File: config.mk
export PLATFORM = sky130hd
export DESIGN_NAME = jpeg_frame_size_scanner_core
export DESIGN_NICKNAME = d
export VERILOG_FILES = /design/src/rtl/core/jfss_pkg.sv /design/src/rtl/core/jfss_cfg.sv /design/src/rtl/core/jfss_parse.sv /design/src/rtl/core/jfss_out_buf.sv /design/src/rtl/core/jpeg_frame_size_scanner_core.sv
export SDC_FILE = /design/constraint.sdc
export NUM_CORES = 1
export LEC_CHECK = 0
export ABC_CLOCK_PERIOD_IN_PS = 23000
export BUFFER_PORTS_ARGS = -buffer_cell sky130_fd_sc_hd__buf_2
export CELL_PAD_IN_SITES_DETAIL_PLACEMENT = 2
export CELL_PAD_IN_SITES_GLOBAL_PLACEMENT = 2
export CORE_UTILIZATION = 41
export DETAILED_ROUTE_END_ITERATION = 6
export GPL_ROUTABILITY_DRIVEN = 0
export HOLD_SLACK_MARGIN = 0.15
export MAX_ROUTING_LAYER = met4
export PLACE_DENSITY_LB_ADDON = 0.1
export SYNTH_ARGS = -nofsm -noshare
export SYNTH_HDL_FRONTEND = slang
export SYNTH_SLANG_ARGS = --single-unit
File: constraint.sdc
create_clock -name clk -period 23 [get_ports clk]
set_input_delay 1.15 -clock clk [delete_from_list [all_inputs] [get_ports clk]]
set_output_delay 1.15 -clock clk [all_outputs]
set_load 0.02 [all_outputs]
File: src/rtl/core/jfss_pkg.sv
// Shared types and constants of the JPEG frame size scanner.
// No dependencies; used by every module under rtl/core.
package jfss_pkg;

    // Configuration register file
    localparam int LEN_BITS      = 20;
    localparam int APB_DATA_BITS = 32;
    localparam int APB_ADDR_BITS = 3;
    localparam int REG_IDX_BITS  = APB_ADDR_BITS - 2;
    localparam logic [REG_IDX_BITS-1:0] REG_STREAM_LENGTH = 1'b0;

    // Marker bytes
    localparam logic [7:0] MARK_BYTE = 8'hFF;
    localparam logic [7:0] SOI_BYTE  = 8'hD8;

    // Stream length limits and scan window
    localparam int MIN_LEN_SOI  = 4;
    localparam int MIN_LEN_SCAN = 12;
    localparam int SCAN_TAIL    = 9;
    localparam int SCAN_START   = 2;
    localparam int SEG_HDR      = 2;
    localparam int SEG_MIN_STEP = 4;

    // Offsets from the marker byte inside a frame header
    localparam int SOF_HEIGHT_HI = 5;
    localparam int SOF_HEIGHT_LO = 6;
    localparam int SOF_WIDTH_HI  = 7;
    localparam int SOF_WIDTH_LO  = 8;
    localparam int SEG_LEN_LO    = 3;

    typedef enum logic [2:0] {
        PH_SOI0    = 3'd0,
        PH_SOI1    = 3'd1,
        PH_SEEK    = 3'd2,
        PH_MARKER  = 3'd3,
        PH_SEGLEN  = 3'd4,
        PH_SOFBODY = 3'd5,
        PH_DONE    = 3'd6
    } phase_t;

    typedef struct packed {
        logic        found;
        logic [15:0] image_width;
        logic [15:0] image_height;
    } res_t;

    typedef struct packed {
        logic main_valid;
        logic skid_valid;
    } buf_stat_t;

    // Start-of-frame markers: C0-C3, C5-C7, C9-CB
    function automatic logic is_frame_marker(input logic [7:0] m);
        logic hit;
        begin
            hit = ((m >= 8'hC0) && (m <= 8'hC3)) ||
                  ((m >= 8'hC5) && (m <= 8'hC7)) ||
                  ((m >= 8'hC9) && (m <= 8'hCB));
            return hit;
        end
    endfunction

endpackage

File: src/rtl/core/jfss_cfg.sv
// APB register file holding the stream length.
// Depends on jfss_pkg.
module jfss_cfg
(
    input  logic                                 clk,
    input  logic                                 rst_n,
    input  logic                                 psel,
    input  logic                                 penable,
    input  logic                                 pwrite,
    input  logic [jfss_pkg::APB_ADDR_BITS-1:0]   paddr,
    input  logic [jfss_pkg::APB_DATA_BITS-1:0]   pwdata,
    output logic [jfss_pkg::APB_DATA_BITS-1:0]   prdata,
    output logic                                 pready,
    output logic [jfss_pkg::LEN_BITS-1:0]        stream_length
);

    logic [jfss_pkg::LEN_BITS-1:0]     len_reg;
    logic [jfss_pkg::LEN_BITS-1:0]     len_next;
    logic [jfss_pkg::REG_IDX_BITS-1:0] reg_idx;
    logic                              wr_len;

    assign reg_idx = paddr[jfss_pkg::APB_ADDR_BITS-1:2];
    assign wr_len  = psel && penable && pwrite && (reg_idx == jfss_pkg::REG_STREAM_LENGTH);
    assign pready  = 1'b1;

    // Take the low bits of the written word
    always_comb
    begin
        len_next = len_reg;
        if (wr_len)
        begin
            len_next = pwdata[jfss_pkg::LEN_BITS-1:0];
        end
    end

    always_ff @(posedge clk or negedge rst_n)
    begin
        if (!rst_n)
        begin
            len_reg <= '0;
        end
        else
        begin
            len_reg <= len_next;
        end
    end

    // Read back; unmapped addresses read as zero
    always_comb
    begin
        prdata = '0;
        if (reg_idx == jfss_pkg::REG_STREAM_LENGTH)
        begin
            prdata = {{(jfss_pkg::APB_DATA_BITS - jfss_pkg::LEN_BITS){1'b0}}, len_reg};
        end
    end

    assign stream_length = len_reg;

endmodule

File: src/rtl/core/jfss_parse.sv
// Per-byte marker parser: scan state registers and the decision logic of one byte.
// Depends on jfss_pkg.
module jfss_parse
#(
    parameter int POSITION_BITS = 20
)
(
    input  logic                          clk,
    input  logic                          rst_n,
    input  logic                          step,
    input  logic [7:0]                    data_byte,
    input  logic                          last,
    input  logic [jfss_pkg::LEN_BITS-1:0] stream_length,
    output logic                          res_valid,
    output jfss_pkg::res_t                res,
    output jfss_pkg::phase_t              phase
);

    // Compare width: covers position plus a full 16-bit segment length and the stream length
    localparam int WIDE = ((POSITION_BITS > jfss_pkg::LEN_BITS) ? POSITION_BITS
                                                                 : jfss_pkg::LEN_BITS) + 2;

    jfss_pkg::phase_t          phase_reg;
    jfss_pkg::phase_t          phase_next;
    logic [POSITION_BITS-1:0]  pos_reg;
    logic [POSITION_BITS-1:0]  pos_next;
    logic [POSITION_BITS-1:0]  scan_reg;
    logic [POSITION_BITS-1:0]  scan_next;
    logic [7:0]                hist_reg;
    logic [7:0]                hist_next;
    logic [15:0]               height_reg;
    logic [15:0]               height_next;

    logic [WIDE-1:0]           len_w;
    logic [WIDE-1:0]           scan_w;
    logic [WIDE-1:0]           seek_nj;
    logic [WIDE-1:0]           seg_sum;
    logic [WIDE-1:0]           seg_min;
    logic [WIDE-1:0]           seg_nj;
    logic [POSITION_BITS-1:0]  offs;
    logic                      at_scan;
    logic                      is_ff;
    logic                      seg_first;
    logic                      give_nf;
    logic                      give_f;
    logic                      give;

    // Scan arithmetic
    assign len_w     = WIDE'(stream_length);
    assign scan_w    = WIDE'(scan_reg);
    assign seek_nj   = scan_w + WIDE'(1);
    assign seg_sum   = scan_w + WIDE'(jfss_pkg::SEG_HDR) + WIDE'({hist_reg, data_byte});
    assign seg_min   = scan_w + WIDE'(jfss_pkg::SEG_MIN_STEP);
    assign seg_nj    = (seg_sum < seg_min) ? seg_min : seg_sum;
    assign offs      = pos_reg - scan_reg;
    assign at_scan   = (pos_reg == scan_reg);
    assign is_ff     = (data_byte == jfss_pkg::MARK_BYTE);
    assign seg_first = (offs < POSITION_BITS'(jfss_pkg::SEG_LEN_LO));

    // Decide whether this byte ends the file's search
    always_comb
    begin
        give_nf = 1'b0;
        give_f  = 1'b0;
        unique case (phase_reg)
            jfss_pkg::PH_SOI0:
            begin
                give_nf = (len_w < WIDE'(jfss_pkg::MIN_LEN_SOI)) || !is_ff;
            end
            jfss_pkg::PH_SOI1:
            begin
                give_nf = (data_byte != jfss_pkg::SOI_BYTE) ||
                          (len_w < WIDE'(jfss_pkg::MIN_LEN_SCAN));
            end
            jfss_pkg::PH_SEEK:
            begin
                give_nf = at_scan && !is_ff &&
                          ((seek_nj + WIDE'(jfss_pkg::SCAN_TAIL)) >= len_w);
            end
            jfss_pkg::PH_SEGLEN:
            begin
                give_nf = !seg_first &&
                          ((seg_nj + WIDE'(jfss_pkg::SCAN_TAIL)) >= len_w);
            end
            jfss_pkg::PH_SOFBODY:
            begin
                give_f = (offs == POSITION_BITS'(jfss_pkg::SOF_WIDTH_LO));
            end
            default:
            begin
            end
        endcase
    end

    assign give = give_nf || give_f;

    // Next phase
    always_comb
    begin
        phase_next = phase_reg;
        if (step)
        begin
            if (last)
            begin
                phase_next = jfss_pkg::PH_SOI0;
            end
            else if (give)
            begin
                phase_next = jfss_pkg::PH_DONE;
            end
            else
            begin
                unique case (phase_reg)
                    jfss_pkg::PH_SOI0:    phase_next = jfss_pkg::PH_SOI1;
                    jfss_pkg::PH_SOI1:    phase_next = jfss_pkg::PH_SEEK;
                    jfss_pkg::PH_SEEK:
                    begin
                        if (at_scan && is_ff)
                        begin
                            phase_next = jfss_pkg::PH_MARKER;
                        end
                    end
                    jfss_pkg::PH_MARKER:
                    begin
                        phase_next = jfss_pkg::is_frame_marker(data_byte) ?
                                     jfss_pkg::PH_SOFBODY : jfss_pkg::PH_SEGLEN;
                    end
                    jfss_pkg::PH_SEGLEN:
                    begin
                        if (!seg_first)
                        begin
                            phase_next = jfss_pkg::PH_SEEK;
                        end
                    end
                    default:
                    begin
                    end
                endcase
            end
        end
    end

    // Position, scan pointer and held header bytes
    always_comb
    begin
        pos_next    = pos_reg;
        scan_next   = scan_reg;
        hist_next   = hist_reg;
        height_next = height_reg;
        if (step)
        begin
            if (last)
            begin
                pos_next    = '0;
                scan_next   = POSITION_BITS'(jfss_pkg::SCAN_START);
                hist_next   = '0;
                height_next = '0;
            end
            else
            begin
                // Saturate on an overlong file
                if (pos_reg != '1)
                begin
                    pos_next = pos_reg + POSITION_BITS'(1);
                end
                if (!give)
                begin
                    unique case (phase_reg)
                        jfss_pkg::PH_SOI1:
                        begin
                            scan_next = POSITION_BITS'(jfss_pkg::SCAN_START);
                        end
                        jfss_pkg::PH_SEEK:
                        begin
                            if (at_scan && !is_ff)
                            begin
                                scan_next = seek_nj[POSITION_BITS-1:0];
                            end
                        end
                        jfss_pkg::PH_SEGLEN:
                        begin
                            if (seg_first)
                            begin
                                hist_next = data_byte;
                            end
                            else
                            begin
                                scan_next = seg_nj[POSITION_BITS-1:0];
                            end
                        end
                        jfss_pkg::PH_SOFBODY:
                        begin
                            if (offs == POSITION_BITS'(jfss_pkg::SOF_HEIGHT_HI))
                            begin
                                height_next = {data_byte, 8'h00};
                            end
                            else if (offs == POSITION_BITS'(jfss_pkg::SOF_HEIGHT_LO))
                            begin
                                height_next = {height_reg[15:8], data_byte};
                            end
                            else if (offs == POSITION_BITS'(jfss_pkg::SOF_WIDTH_HI))
                            begin
                                hist_next = data_byte;
                            end
                        end
                        default:
                        begin
                        end
                    endcase
                end
            end
        end
    end

    always_ff @(posedge clk or negedge rst_n)
    begin
        if (!rst_n)
        begin
            phase_reg  <= jfss_pkg::PH_SOI0;
            pos_reg    <= '0;
            scan_reg   <= POSITION_BITS'(jfss_pkg::SCAN_START);
            hist_reg   <= '0;
            height_reg <= '0;
        end
        else
        begin
            phase_reg  <= phase_next;
            pos_reg    <= pos_next;
            scan_reg   <= scan_next;
            hist_reg   <= hist_next;
            height_reg <= height_next;
        end
    end

    // One result per file: at the deciding byte, else at the last byte
    assign res_valid        = step && (phase_reg != jfss_pkg::PH_DONE) && (give || last);
    assign res.found        = give_f;
    assign res.image_width  = give_f ? {hist_reg, data_byte} : 16'h0000;
    assign res.image_height = give_f ? height_reg : 16'h0000;
    assign phase            = phase_reg;

endmodule

File: src/rtl/core/jfss_out_buf.sv
// Two-word result buffer: output register plus skid stage.
// Depends on jfss_pkg.
module jfss_out_buf
(
    input  logic                clk,
    input  logic                rst_n,
    input  logic                push,
    input  jfss_pkg::res_t      push_data,
    output logic                can_push,
    output logic                out_valid,
    input  logic                out_ready,
    output jfss_pkg::res_t      out_data,
    output jfss_pkg::buf_stat_t stat
);

    logic           main_valid_reg;
    logic           main_valid_next;
    logic           skid_valid_reg;
    logic           skid_valid_next;
    jfss_pkg::res_t main_reg;
    jfss_pkg::res_t main_next;
    jfss_pkg::res_t skid_reg;
    jfss_pkg::res_t skid_next;
    logic           pop;

    assign pop      = main_valid_reg && out_ready;
    assign can_push = !skid_valid_reg;

    // Advance the skid word, drop a new word into the free slot, or empty the output on a pop
    always_comb
    begin
        main_valid_next = main_valid_reg;
        skid_valid_next = skid_valid_reg;
        main_next       = main_reg;
        skid_next       = skid_reg;
        if (skid_valid_reg)
        begin
            if (pop)
            begin
                main_next       = skid_reg;
                skid_valid_next = 1'b0;
            end
        end
        else if (push)
        begin
            if (!main_valid_reg || pop)
            begin
                main_next       = push_data;
                main_valid_next = 1'b1;
            end
            else
            begin
                skid_next       = push_data;
                skid_valid_next = 1'b1;
            end
        end
        else if (pop)
        begin
            main_valid_next = 1'b0;
        end
    end

    always_ff @(posedge clk or negedge rst_n)
    begin
        if (!rst_n)
        begin
            main_valid_reg <= 1'b0;
            skid_valid_reg <= 1'b0;
        end
        else
        begin
            main_valid_reg <= main_valid_next;
            skid_valid_reg <= skid_valid_next;
        end
    end

    // Payload holds carry no reset
    always_ff @(posedge clk)
    begin
        main_reg <= main_next;
        skid_reg <= skid_next;
    end

    assign out_valid       = main_valid_reg;
    assign out_data        = main_reg;
    assign stat.main_valid = main_valid_reg;
    assign stat.skid_valid = skid_valid_reg;

endmodule

File: src/rtl/core/jpeg_frame_size_scanner_core.sv
// Top level of the JPEG frame size scanner: APB registers, marker parser, result buffer.
// Depends on jfss_pkg, jfss_cfg, jfss_parse and jfss_out_buf.
//
//   channel  | handshake           | payload
//   ---------+---------------------+-------------------------------------
//   input    | in_valid/in_ready   | data_byte[7:0], last
//   output   | out_valid/out_ready | found, image_width[15:0], image_height[15:0]
//   config   | psel/penable/pready | paddr[2:0], pwdata/prdata[31:0]
//
// One byte is taken every cycle while in_ready is high; the parser decides each byte in
// the cycle it is taken. A result is registered into the output register, or into the
// skid word while the output register holds a result not yet taken. The two-word result
// buffer lets input run on while one result waits; in_ready drops only when both words
// are full. Reset clears the scan state and the stream length; no clearing pass follows.
module jpeg_frame_size_scanner_core
#(
    parameter int POSITION_BITS = 20
)
(
    input  logic                                clk,
    input  logic                                rst_n,
    input  logic                                in_valid,
    output logic                                in_ready,
    input  logic [7:0]                          data_byte,
    input  logic                                last,
    output logic                                out_valid,
    input  logic                                out_ready,
    output logic                                found,
    output logic [15:0]                         image_width,
    output logic [15:0]                         image_height,
    input  logic                                psel,
    input  logic                                penable,
    input  logic                                pwrite,
    input  logic [jfss_pkg::APB_ADDR_BITS-1:0]  paddr,
    input  logic [jfss_pkg::APB_DATA_BITS-1:0]  pwdata,
    output logic [jfss_pkg::APB_DATA_BITS-1:0]  prdata,
    output logic                                pready
);

    logic [jfss_pkg::LEN_BITS-1:0] stream_length;
    logic                          step;
    logic                          res_valid;
    jfss_pkg::res_t                res;
    jfss_pkg::res_t                out_data;
    jfss_pkg::phase_t              phase;
    jfss_pkg::buf_stat_t           buf_stat;

    jfss_cfg u_cfg
    (
        .clk           (clk),
        .rst_n         (rst_n),
        .psel          (psel),
        .penable       (penable),
        .pwrite        (pwrite),
        .paddr         (paddr),
        .pwdata        (pwdata),
        .prdata        (prdata),
        .pready        (pready),
        .stream_length (stream_length)
    );

    assign step = in_valid && in_ready;

    jfss_parse #(
        .POSITION_BITS (POSITION_BITS)
    ) u_parse
    (
        .clk           (clk),
        .rst_n         (rst_n),
        .step          (step),
        .data_byte     (data_byte),
        .last          (last),
        .stream_length (stream_length),
        .res_valid     (res_valid),
        .res           (res),
        .phase         (phase)
    );

    jfss_out_buf u_out_buf
    (
        .clk       (clk),
        .rst_n     (rst_n),
        .push      (res_valid),
        .push_data (res),
        .can_push  (in_ready),
        .out_valid (out_valid),
        .out_ready (out_ready),
        .out_data  (out_data),
        .stat      (buf_stat)
    );

    assign found        = out_data.found;
    assign image_width  = out_data.image_width;
    assign image_height = out_data.image_height;

`ifndef SYNTHESIS
    // The skid word is only ever filled behind a full output register
    a_skid_behind_main: assert property (@(posedge clk) disable iff (!rst_n)
        buf_stat.skid_valid |-> buf_stat.main_valid)
        else $error("skid word held with empty output register");

    // A last byte rearms the parser
    a_last_rearms: assert property (@(posedge clk) disable iff (!rst_n)
        (step && last) |=> (phase == jfss_pkg::PH_SOI0))
        else $error("parser not rearmed after last byte");

    // A file still undecided at its last byte yields a result there
    a_last_gives: assert property (@(posedge clk) disable iff (!rst_n)
        (step && last && (phase != jfss_pkg::PH_DONE)) |-> res_valid)
        else $error("no result for a file at its last byte");

    // No second result once the file is decided
    a_single_result: assert property (@(posedge clk) disable iff (!rst_n)
        (phase == jfss_pkg::PH_DONE) |-> !res_valid)
        else $error("second result for one file");

    // Not-found results carry zero sizes
    a_zero_sizes: assert property (@(posedge clk) disable iff (!rst_n)
        (res_valid && !res.found) |-> ((res.image_width == 16'h0000) &&
                                      (res.image_height == 16'h0000)))
        else $error("not-found result with non-zero size");
`endif

endmodule
-- Yosys cells after proc, flatten, opt, wreduce, memory -nomap -nowiden
Cells that the tools add are included.
- output and inout bits: 68
- register bits: 155
- word-level logic and storage cells: 150
- input bits: 51
- reductions and logical operators: 45
- eq/ne operators: 25
- add/sub/neg operators: 8
- order comparisons: 12
- bitwise gates (word level): 3
- muxes and demuxes: 42
- operator list (operator ; count):
    $mux 20 ; 7
    $mux 33 ; 4
    $mux 16 ; 6
    $eq 20x3->1 const B ; 3
    $pmux 20 s3 ; 1
    $mux 8 ; 7
    $add 22x4->22 const B ; 2
    $ge 22x20->1 ; 2
    $ge 8x8->1 const B ; 3
    $le 8x8->1 const B ; 3
    $add 22x16->22 ; 1
    $lt 22x22->1 ; 1
    $mux 22 ; 1
    $add 20x1->21 const B ; 1
    $add 20x2->21 const B ; 1
    $add 20x3->21 const B ; 1
    $add 20x1->20 const B ; 1
    $eq 20x20->1 ; 1
    $eq 20x4->1 const B ; 1
    $lt 20x2->1 const B ; 1
    $lt 20x3->1 const B ; 1
    $lt 20x4->1 const B ; 1
    $ne 20x20->1 const B ; 1
    $sub 20x20->20 ; 1
    other kinds (30) ; 83

-- Logic depth before layout (Yosys ltp)
- word-level depth: 13
- gate-level depth with buffers: 45
- gate-level depth less buffers: 40

-- Hierarchy
From an unflattened synthesis, not the netlist that was laid out.
- cells, all modules: 1380
- area total of the unflattened synthesis: 13020.0 sq um
- modules (own cells, without submodules) (module ; area an instance (sq um) ; cells each ; seq. area each (sq um) ; instances):
    jfss_parse ; 9400.3 ; 1183 ; 1677.9 ; 1
    jfss_out_buf ; 2528.7 ; 116 ; 2031.9 ; 1
    jfss_cfg ; 1084.8 ; 80 ; 500.5 ; 1
    jpeg_frame_size_scanner_core ; 6.3 ; 1 ; 0.0 ; 1

-- Least setup slack after synthesis
No wires, ideal clock.
- kind: register to register
- start: register u_parse.scan_reg[1]
- end: register u_out_buf.main_reg, in the netlist u_out_buf.out_data[0], enable pin
- stages on the path, launching flop included: 43
- period minus slack after synthesis: 10.440 ns
- data arrival time: 10.008 ns
- data required time: 22.568 ns
- slack: 12.560 ns
- path buffers: 5
- library setup time: 0.432 ns
- path through: dfstp_2 > ha_1 > clkbuf_1 > and4_1 > clkbuf_1 > nand3_1 > xnor2_1 > ha_1 > a21oi_1 > and2_1 > a32o_1 > a31oi_1 > xnor2_1 > ha_1 > o21ai_0 > o21bai_1 > a211oi_1 > a311o_1 > (+7 left out) > a211o_1 > nor2_1 > o22ai_1 > nor2b_1 > o21ai_0 > xnor2_1 > ha_1 > nand4_1 > or2_2 > nor3_1 > nand3_1 > a31o_2 > o21ai_0 > a41oi_1 > o41a_1 > buf_2 > a221o_1 > a21boi_1
- cells in the longest elaborated chain, start to end: 13
- elaborated cells between the ends (all ways): 25
- those cells by class: add/sub (7); order compare (4); eq/ne (2); mux (3); reduce/logical (9)
- RTL lines (item ; line ; source):
    start, declared ; jfss_parse.sv:27 ; logic [POSITION_BITS-1:0] scan_reg;
    start signal, assigned ; jfss_parse.sv:221 ; scan_reg <= POSITION_BITS'(jfss_pkg::SCAN_START);
    start signal, assigned ; jfss_parse.sv:229 ; scan_reg <= scan_next;
    $add 20x2->21 ; jfss_parse.sv:52 ; assign seg_sum = scan_w + WIDE'(jfss_pkg::SEG_HDR) + WIDE'({hist_reg, data_byte});
    $add 22x16->22 ; jfss_parse.sv:52 ;
    $lt 22x22->1 ; jfss_parse.sv:54 ; assign seg_nj = (seg_sum < seg_min) ? seg_min : seg_sum;
    $mux 22 ; jfss_parse.sv:54 ;
    $add 22x4->22 ; jfss_parse.sv:83 ; ((seg_nj + WIDE'(jfss_pkg::SCAN_TAIL)) >= len_w);
    $ge 22x20->1 ; jfss_parse.sv:83 ;
    $logic_and 1x1->1 ; jfss_parse.sv:82 ; give_nf = !seg_first &&
    $pmux 1 s4 ; jfss_parse.sv:65 ; unique case (phase_reg)
    $logic_or 1x1->1 * ; jfss_parse.sv:95 ; assign give = give_nf || give_f;
    $logic_or 1x1->1 * ; jfss_parse.sv:236 ; assign res_valid = step && (phase_reg != jfss_pkg::PH_DONE) && (give || last);
    $logic_and 1x1->1 * ; jfss_parse.sv:236 ;
    $reduce_bool 2->1 (no source line) * ; n/a ;
    $reduce_and 3->1 (no source line) * ; n/a ;
    end signal, assigned ; jfss_out_buf.sv:80 ; main_reg <= main_next;
    end, declared ; jfss_out_buf.sv:20 ; jfss_pkg::res_t main_reg;
Every way passes the cells marked *; elsewhere a longest branch is shown, timed or not.
A chain may end at the register's enable or synchronous reset.

-- Worst setup path after layout
- start: register u_parse.scan_reg[2]
- end: register u_out_buf.main_reg, in the netlist u_out_buf.out_data[26], enable pin
The elaborated chain is that of the path after synthesis.

==> flow_summary_export.csv <==
group,metric,value,unit
hold_path,hp-class,"reg2reg",
setup_path,cp-end-kind,"register",
floorplan,dieArea,0.0326,mm2
layout,nFillCells,3472,
layout,drive_gt1_share,14.5,%
clocking,clock-sinks,155,
logic_synthesis,syn_avg_cell_area,8.89,um2
drt,via_per_inst,6.25,
logic_synthesis,synthArstFlopShare,57.4,%
setup_path,max_stage_delay,980,ps
pwr,p_int,0.00110,W
pwr,swShare,54.5,%
floorplan,coreArea,0.0310,mm2
floorplan,die_h,180,um
logic_synthesis,synth_common_cells,"nor2_1 (119), nand2_1 (114), ha_1 (101)",
drt,drc,0,
pwr,leakagePower,6.02,nW
drt,wl,49.0,mm
sta,min_period_over_period,56.7,%
logic_synthesis,ys_types,85,
place,dpl.hpwl,37.2,mm
place,pre_cts_slack,10060,ps
logic_synthesis,synth_top_flop_cell,"dfrtp_1",
setup_path,cp_max_fo,45,
setup_path,worstPathArrival,13120,ps
global_routing,grtUsageTotal,31.3,%
pwr,sequentialPowerShare,18.1,%
layout,fin_nets,1676,
sta,fin_ws,9950,ps
drt,vias,12067,
logic_synthesis,synth.most_common_cell,"nor2_1",
clocking,ctsRootBufferMaster,"clkbuf_16",
clocking,cts_buffer_depth,2,
floorplan,die_width,180,um
drt,wl_per_cell,25.4,um
logic_synthesis,ys_ff_latch,155,
setup_path,worst_path_most_repeated_cell,"ha_1",
sta,final-setup-viol-count,0,
logic_synthesis,ys_seq_area_share,32.2,%
sta,fin_skew,15.5,ps
logic_synthesis,yosysTopAreaCell,"dfrtp_1",
setup_path,startpoint_type,"register",
clocking,cts_tree,"built",
drt,first_iter_violations,673,
sta,rsz0062_at_grt,"false",
layout,syn_to_final_growth,10.2,%
sta,hold_violations,0,
global_routing,grt_max_degree,62,
layout,multi_input_area,0.00830,mm2
outcome,status,"complete, no violations",
drt,dr.pass1.iters,5,
clocking,path_clk_slew,70,ps
clocking,cts_hold_buf,0,
pwr,p_per_area,168,mW/mm2
layout,num_antenna_cells,0,
logic_synthesis,synthTopCellsByArea,"dfrtp_1 (17%), edfxtp_1 (15%), ha_1 (9.7%), xnor2_1 (6.7%), mux2_2 (4.9%)",
setup_path,worstPathRequired,23060,ps
floorplan,io_pins,119,
hold_path,min_from,"u_cfg.stream_length[1]",
clocking,postCtsSetupBuffers,0,
place,placed_cell_area,0.0138,mm2
pwr,p_clk_share,12.5,%
clocking,clk_latency,460,ps
sta,timing.fmax,0.0766,GHz
flow_run,maxCapViolations,0,
pwr,pwr-share-comb,69.4,%
drt,antenna_left,0,
layout,final-seq-area,0.00421,mm2
logic_synthesis,ys_warn_count,0,
global_routing,antenna_found_initial,1,
floorplan,initial_core_util,42.2,%
place,io_buffers,91,
global_routing,first_global_vias,12638,
setup_path,critical_path_class,"reg2reg",
layout,fin_util,46.4,%
global_routing,overflow,0,
sta,slew_headroom,18.5,%
sta,period_minus_slack,13050,ps
setup_path,crit_start,"u_parse.scan_reg[2]",
pwr,p_switching,0.00132,W
sta,max_slew.worst_pin.slew,1220,ps
global_routing,grt_pass1_wl,76.0,mm
setup_path,worst_path_max_delay_cell,"a21boi_4",
sta,setup_tns,0,ps
layout,fin_area,0.0144,mm2
floorplan,rows,64,
clocking,post_cts_resized,0,
clocking,cts-buffers-inserted,17,
logic_synthesis,syn_inst,1470,
logic_synthesis,synth_top_area_share,16.9,%
logic_synthesis,synth_edf_count,66,
logic_synthesis,synth_area,0.0131,mm2
pwr,ir_worst_vdd,0.130,mV
clocking,h-tree-depth,4,
sta,slew_violations,0,
setup_path,r2r-start,"u_parse.scan_reg[2]",
[logic make-up after synthesis]
| group | after synthesis | synth area share, % |
|---|---|---|
| AO/OA/AOI/OAI | 361 | 19.0 |
| buffers and inverters | 145 | 4.76 |
| XOR/XNOR | 130 | 8.72 |
| flip-flops | 155 | 32.2 |
| multiplexers | 62 | 5.30 |
| other | 2 | 0.0575 |
| AND/OR/NAND/NOR | 511 | 19.8 |
| adder cells (fa/ha/maj) | 104 | 10.1 |
[worst paths after layout]
path	endpoint	slack (ps)	cells after the start
worst max-delay path	u_out_buf.out_data[26]	9950	39
worst min-delay path	u_cfg.stream_length[1]	520	1
worst max register to register	u_out_buf.out_data[26]	9950	39
worst min register to register	u_cfg.stream_length[1]	520	1
max in group asynchronous	u_parse.scan_reg[14]	21160	2
min in group asynchronous	u_parse.pos_reg[18]	600	1
[placed cells by master, fill, tap and decap left out, types with 52 or more instances in the layout]
cell type,Yosys,final
a21oi_1,76,76
buf_2,20,90
dfrtp_1,88,88
edfxtp_1,66,66
ha_1,101,101
inv_1,58,58
mux2_2,57,57
nand2_1,114,114
nor2_1,119,118
nor3_1,53,52
o21ai_0,63,63
xnor2_1,100,100
[through the flow]
stage | power, W | hold slack, ps | instances
after global placement | 0.00201 | 491 | 1898
after detailed placement | 0.00208 | 499 | 1898
after global routing | 0.00257 | 536 | 1930
final | 0.00242 | 516 | 1930
after CTS | 0.00240 | 517 | 1930
after floorplan | 0.00152 | 479 | 1481
[power groups by stage]
stage                     registers, W  logic, W  clock network (W)
final                         0.000438   0.00168           0.000302
after global routing          0.000445   0.00181           0.000316
after CTS                     0.000437   0.00165           0.000306
after detailed placement      0.000442   0.00164                  0
after global placement        0.000435   0.00157                  0
after floorplan               0.000422   0.00110                  0
[worst max-delay path, delay by kind of cell, from the launching register on]
family | cells | cell delay, ps
AO/OA/AOI/OAI | 18 | 6140
AND/OR/NAND/NOR | 12 | 2620
adder cells (fa/ha/maj) | 5 | 1830
XOR/XNOR | 3 | 890
flip-flops | 1 | 670
buffers and inverters | 1 | 420
[final cells by class]
type                    instances  share of cell area (%)
multi-input cells            1181                    57.7
well taps                     396                    3.44
flip-flops and latches        155                    29.3
clock inverters                15                    1.20
repair buffers                104                    3.86
clock buffers                  17                    2.96
inverters                      62                    1.62
[layer usage]
metal	track usage (%)	wire length [um]	up-vias
met1	40.2	22100	6133
met4	10.4	1360	0
met3	3.38	1860	78
met5	-	0	-
met2	51.4	23700	351
li1	-	-	5505
Note: power is estimated with default switching activity, not from simulation.
